--- src/rtl/mi3_pkg.sv ---
// Shared constants, types and tables for the 3x3 fixed-point matrix inverse.
package mi3_pkg;

    localparam int FRAC_BITS = 16;
    localparam int ELEM_W    = 32;
    localparam int CMAG_W    = 2 * ELEM_W;           // cofactor magnitude
    localparam int TERM_W    = CMAG_W + ELEM_W;      // det term magnitude
    localparam int DET_W     = TERM_W + 2;           // signed determinant
    localparam int DMAG_W    = DET_W - 1;            // determinant magnitude
    localparam int NUM_W     = CMAG_W + 2 * FRAC_BITS;
    localparam int QSTEPS    = ELEM_W;               // quotient bits, one per stage
    localparam int Q_DEPTH   = 4;
    localparam int Q_AW      = $clog2(Q_DEPTH);

    localparam logic [ELEM_W-1:0] SAT_MAX = {1'b0, {(ELEM_W-1){1'b1}}};
    localparam logic [ELEM_W-1:0] SAT_MIN = {1'b1, {(ELEM_W-1){1'b0}}};

    typedef logic [3:0] t_idx;

    // adj[i] = a[p0]*a[p1] - a[q0]*a[q1], row-major element indexes
    localparam t_idx IDX [9][4] = '{
        '{4'd4, 4'd8, 4'd5, 4'd7}, '{4'd2, 4'd7, 4'd1, 4'd8}, '{4'd1, 4'd5, 4'd2, 4'd4},
        '{4'd5, 4'd6, 4'd3, 4'd8}, '{4'd0, 4'd8, 4'd2, 4'd6}, '{4'd2, 4'd3, 4'd0, 4'd5},
        '{4'd3, 4'd7, 4'd4, 4'd6}, '{4'd1, 4'd6, 4'd0, 4'd7}, '{4'd0, 4'd4, 4'd1, 4'd3}
    };

    typedef struct packed {
        logic [8:0][CMAG_W-1:0] cmag;
        logic [8:0]             cneg;
        logic [DMAG_W-1:0]      dmag;
        logic                   dneg;
        logic                   zero;
    } t_item;

    typedef struct packed {
        logic full;
        logic empty;
    } t_qstat;

    typedef struct packed {
        logic [8:0][ELEM_W-1:0] r;
        logic                   singular;
    } t_result;

endpackage

--- src/rtl/mi3_queue.sv ---
// Short request queue between the front and back pipelines.
module mi3_queue (
    input  logic            i_clk,
    input  logic            i_rst_n,
    input  logic            i_push,
    input  mi3_pkg::t_item  i_item,
    input  logic            i_pop,
    output mi3_pkg::t_item  o_item,
    output mi3_pkg::t_qstat o_qstat
);
    import mi3_pkg::*;

    t_item           r_mem [Q_DEPTH];
    logic [Q_AW-1:0] r_wp, r_rp;
    logic [Q_AW:0]   r_cnt;

    assign o_qstat.full  = (r_cnt == (Q_AW+1)'(Q_DEPTH));
    assign o_qstat.empty = (r_cnt == '0);
    assign o_item        = r_mem[r_rp];

    always_ff @(posedge i_clk) begin
        if (!i_rst_n) begin
            r_wp  <= '0;
            r_rp  <= '0;
            r_cnt <= '0;
        end else begin
            if (i_push) r_wp <= r_wp + 1'b1;
            if (i_pop)  r_rp <= r_rp + 1'b1;
            if (i_push && !i_pop)      r_cnt <= r_cnt + 1'b1;
            else if (!i_push && i_pop) r_cnt <= r_cnt - 1'b1;
        end
    end

    always_ff @(posedge i_clk) begin
        if (i_push) r_mem[r_wp] <= i_item;
    end

endmodule

--- config.mk ---
export PLATFORM = sky130hd
export DESIGN_NAME = mi3_queue
export DESIGN_NICKNAME = d
export VERILOG_FILES = /design/src/rtl/mi3_pkg.sv /design/src/rtl/mi3_queue.sv
export SDC_FILE = /design/constraint.sdc
export NUM_CORES = 2
export LEC_CHECK = 0
export BUFFER_PORTS_ARGS = -buffer_cell sky130_fd_sc_hd__buf_2
export CORE_AREA = 2 2 534 536
export CTS_BUF_LIST = sky130_fd_sc_hd__clkbuf_8
export DETAILED_ROUTE_END_ITERATION = 10
export DIE_AREA = 0 0 536 538
export SETUP_SLACK_MARGIN = 0.4
export SLEW_MARGIN = 20
export SYNTH_ARGS = -nofsm -noshare
export SYNTH_HDL_FRONTEND = slang
export SYNTH_SLANG_ARGS = --single-unit
--- constraint.sdc ---
create_clock -name i_clk -period 26 [get_ports i_clk]
set_clock_uncertainty 0.2 [all_clocks]
set_input_delay 1.3 -clock i_clk [delete_from_list [all_inputs] [get_ports i_clk]]
set_output_delay 1.3 -clock i_clk [all_outputs]
set_load 0.005 [all_outputs]
== After elaboration in Yosys (flattened, before gate mapping) ==
Memory sizes are Yosys's and may differ from the RTL's. A register that Yosys moved wholly into a read port is not among the register bits.
Cells that the tools add are included.

* Add/sub/neg operators: 4
* Equality and inequality tests: 1
* Mux-type cells: 6
* Reduce and logical (&&, ||, !) cells: 6

{| class="wikitable"
|+ Operators by type and width
! operator !! count
|-
| 3-bit two-way mux || 2
|-
| 2-bit by 1-bit adder with 2-bit output (second input constant) || 2
|-
| 2-bit two-way mux || 2
|-
| 3-bit by 1-bit adder with 3-bit output (second input constant) || 1
|-
| 3-bit == test (second input constant) || 1
|-
| 3-bit logical NOT || 1
|-
| 3-bit by 1-bit subtractor with 3-bit output (second input constant) || 1
|-
| 1-bit logical AND || 2
|-
| 1-bit logical NOT || 2
|-
| 1-bit two-way mux || 2
|-
| 2-bit nonzero test || 1
|}

* Flip-flop bits (word level): 7
* Bits in writable memories: 2,736
* Bits of input ports: 688
* Output and inout port bits: 686
* Logic and storage cells: 21
* Memories: 1

{| class="wikitable"
|+ Memories
! memory !! depth !! width !! rd ports !! clocked after memory_dff !! write ports !! line !! text
|-
| r_mem || 4 || 684 || 1 || 1 || 1 || mi3_queue.sv:13 || <nowiki>t_item r_mem [Q_DEPTH];</nowiki>
|}

== Logic depth before layout (Yosys ltp) ==
* Word-level depth: 4
* Gate-level depth with buffers: 7
* Gate-level depth less buffers: 7

== Worst setup path after synthesis ==
OpenSTA, ideal clock, no wires.

* Path type: in2reg
* From: input i_push
* To: memory r_mem[0][0] (netlist bit) (enable)
* Library setup time: 1.138 ns
* Arrival time: 16.625 ns
* Path slack: 8.037 ns
* Stages: 1
* Buffers on the path: 0
* Cells stage by stage: and2_1

* Cells in the longest elaborated chain, start to end: 2

{| class="wikitable"
|+ Ends and longest elaborated chain
! item !! line !! text
|-
| start: declaration || mi3_queue.sv:5 || <nowiki>input logic i_push,</nowiki>
|-
| 1-bit two-way mux || mi3_queue.sv:35 || <nowiki>if (i_push) r_mem[r_wp] <= i_item;</nowiki>
|-
| 1-bit two-way mux (implied by the code) || mi3_queue.sv:35 ||
|-
| end: declaration || mi3_queue.sv:13 ||
|}

Every way passes these cells.

==> out/results.tsv <==
stage	metric	value	unit
outcome	status	completed	
clock_tree	root_buffer	clkbuf_8	
synth	synth_top_cell_area_share	82.3	%
routing	drc	0	
synth	syn_avg_cell_area	27.6	sq um
pwr	switchingPower	2.24	mW
floorplanning	io-pin-count	1374	
synth	ys_ff_latch	2745	
timing	timing.final.hold_violations	0	
global_route	grt_usage	16.8	%
pwr	p_int	7.15	mW
final_layout	regArea	82300	sq um
setup_path	cp.required	24.50	ns
floorplanning	core	283000	sq um
setup_path	reg2reg_slack	20.10	ns
final_layout	fin_area	118000	sq um
placed_design	dpl.hpwl	168	mm
timing	rsz0062_at_grt	false	
final_layout	area_delta_synth_final	18.5	%
global_route	antenna_found_initial	191	
clock_tree	clkLatencyLatePin	1.03	ns
global_route	gr-total-overflow	0	
pwr	p_sw_share	23.8	%
clock_tree	cts_buffers	429	
timing	drv_slew	0	
worst_hold_path	hold_path.class	primary input to flip-flop	
final_layout	drive_gt1_share	46.6	%
setup_path	crit_path_start_kind	flip-flop	
floorplanning	row_count	196	
timing	post-route-min-period	8.98	ns
routing	wire_per_inst	26.4	microns
pwr	power.density	79.3	nW/um^2
synth	yosys_warnings	0	
global_route	grt_max_degree	142	
setup_path	critPathCapture	o_item[641]	
timing	max_freq	0.111	GHz
setup_path	critPathBufInv	7	
setup_path	crit_path_top_delay_cell	buf_4	
clock_tree	post_cts_buffers	0	
setup_path	reg2reg_depth	8	
final_layout	instances_no_fill	9515	
global_route	grt_pass1_vias	48100	
synth	synthCells	3615	
setup_path	crit_type	flip-flop to output port	
placed_design	port_buffers	1373	
floorplanning	initial_utilization	35.2	%
final_layout	multi_input_area	15700	sq um
setup_path	critPathTopFamily	buffers and inverters	
routing	vias_per_cell	4.93	
timing	period_share	34.5	%
synth	syn_area	99800	sq um
clock_tree	cts_tree	yes	
pwr	vdd_drop_max	0.0000519	V
setup_path	crit_path_end_kind	output port	
floorplanning	die_w	536	microns
pwr	clock_power_share	35.5	%
routing	antenna_left	0	
synth	seq_area_frac_synth	82.5	%
clock_tree	hold_buffers	0	
routing	routed_wl	251	mm
setup_path	reg2reg_from	r_wp[0]$_SDFFE_PN0P_	
setup_path	cp.depth	8	
flow_run	max_cap_violations	0	
routing	drt_iter0_drc	3344	
floorplanning	die-area	288000	sq um
routing	drtPass1Iterations	8	
timing	tightest_slew	1.05	ns
synth	ys_types	24	
clock_tree	cts_resized	0	
clock_tree	cts.sinks	2745	
synth	synth_fp_nets	4309	
setup_path	timing.rr.end	r_mem[1][129]$_DFFE_PP_	
timing	setup_viol	0	
placed_design	gp_congestion	0.809	
setup_path	crit_chain	buf_4 > buf_4 > buf_4 > buf_4 > buf_4 > buf_4 > mux4_2 > buf_2	
pwr	p_leak	39.4	nW
placed_design	placed_area	110000	sq um
timing	slew_headroom	30.3	%
timing	timing.hold.ws	0.241	ns
setup_path	arrival	7.48	ns
final_layout	num-fill-cells	24800	
synth	yosys-top-cells-area	edfxtp_1 (82%), mux4_2 (15%), buf_12 (1.3%), buf_2 (0.34%), dfxtp_1 (0.18%)	
clock_tree	path_clk_slew	0.06	ns
floorplanning	die_height	538	microns
placed_design	dp_cells	8665	
pwr	seqPwrFrac	54.8	%
final_layout	fin_nets	6029	
setup_path	cpPeakStageDelay	0.84	ns
global_route	grt_pass1_wl	350	mm
clock_tree	cts_buffer_depth	4	
routing	num_vias	46900	
clock_tree	cts_htree_levels	5	
timing	finalSetupTns	0	ns
pwr	p_comb_share	9.8	%
synth	synth_top_cell_by_area	edfxtp_1	
setup_path	crit_top_cell	buf_4	
setup_path	cp_max_fo	47	
worst_hold_path	min_path_cells	1	
final cells by class:
cell class,count,share of cell area [%]
inverters,4,0.0127
flip-flops and latches,2745,69.6
clock buffers,431,5.01
multi-input cells,714,13.2
repair buffers,1441,6.36
diodes,62,0.131
well taps,3762,3.98
clock inverters,356,1.64
cell usage after synthesis:
master,instances
inv_1,4
or3_1,1
nor3b_1,1
buf_12,66
nor2b_1,2
buf_6,1
dfxtp_1,9
mux4_2,684
nand2_1,1
buf_4,2
a21boi_0,1
mux2i_1,2
buf_1,1
and2_1,9
xor2_1,3
nor3_1,1
fa_1,1
clkbuf_1,7
o21ai_0,1
ha_1,5
buf_8,7
buf_2,68
xnor2_1,2
edfxtp_1,2736
registers in the layout, summed over array words and instances, names as in the netlist, named ones only:
signal / flops
r_mem: 2736
r_wp: 2
r_cnt: 3
r_rp: 2
worst min path at each step:
stage | start | end | slack [ns]
2_1_floorplan | r_cnt[2]$_SDFFE_PN0P_ | r_cnt[2]$_SDFFE_PN0P_ | 0.27
3_5_place_dp | r_cnt[2]$_SDFFE_PN0P_ | r_cnt[2]$_SDFFE_PN0P_ | 0.31
6_report | i_item[358] | r_mem[2][358]$_DFFE_PP_ | 0.24
4_1_cts | i_item[523] | r_mem[3][523]$_DFFE_PP_ | 0.09
3_3_place_gp | r_cnt[2]$_SDFFE_PN0P_ | r_cnt[2]$_SDFFE_PN0P_ | 0.29
5_1_grt | i_item[78] | r_mem[2][78]$_DFFE_PP_ | 0.13
routing by layer:
layer	part of all wire, %	GRT usage (%)
met1	37	20.2
met2	47	26.6
met3	12	8.19
met4	3.0	5.22
met5	0.35	0
power by group through the flow:
stage / combinational (mW) / sequential (mW) / clock, mW
6_report: 0.918 / 5.14 / 3.33
5_1_grt: 0.987 / 5.15 / 3.61
4_1_cts: 0.939 / 5.14 / 3.43
3_5_place_dp: 0.936 / 5.23 / 0
3_3_place_gp: 0.931 / 5.22 / 0
2_1_floorplan: 0.503 / 5.37 / 0
placed cells by master (no fill, tap or decap), types with 7 or more instances in the layout:
| cell type | synthesis | final |
|---|---|---|
| inv_12 | 0 | 10 |
| diode_2 | 0 | 62 |
| edfxtp_1 | 2736 | 2736 |
| buf_2 | 68 | 1373 |
| buf_12 | 66 | 10 |
| bufinv_16 | 0 | 9 |
| inv_1 | 4 | 141 |
| clkinv_1 | 0 | 131 |
| clkbuf_8 | 0 | 431 |
| clkinv_2 | 0 | 50 |
| buf_4 | 2 | 57 |
| dfxtp_1 | 9 | 7 |
| mux4_2 | 684 | 684 |
metrics by stage:
| step | setup slack [ns] | power, mW | utilization, % |
|---|---|---|---|
| 2_1_floorplan | 8.04 | 5.87 | - |
| 3_3_place_gp | 17.66 | 6.15 | 38.9 |
| 3_5_place_dp | 17.67 | 6.17 | 38.9 |
| 4_1_cts | 16.51 | 9.51 | 41.7 |
| 5_1_grt | 16.07 | 9.75 | 41.7 |
| 6_report | 17.02 | 9.38 | 41.8 |
kinds of logic (layout without fill, tap and decap cells):
family,count (synthesis),count (layout),synth area share [%]
buffers and inverters,156,2232,1.84
adders and majority gates,6,6,0.0827
xor gates and xnor gates,5,5,0.0439
and+or+nand+nor,15,15,0.0915
DFF,2745,2745,82.5
other,0,62,0
muxes,686,686,15.5
AOI/OAI and AO/OA,2,2,0.0125
Note: power is estimated with default switching activity, not from simulation.
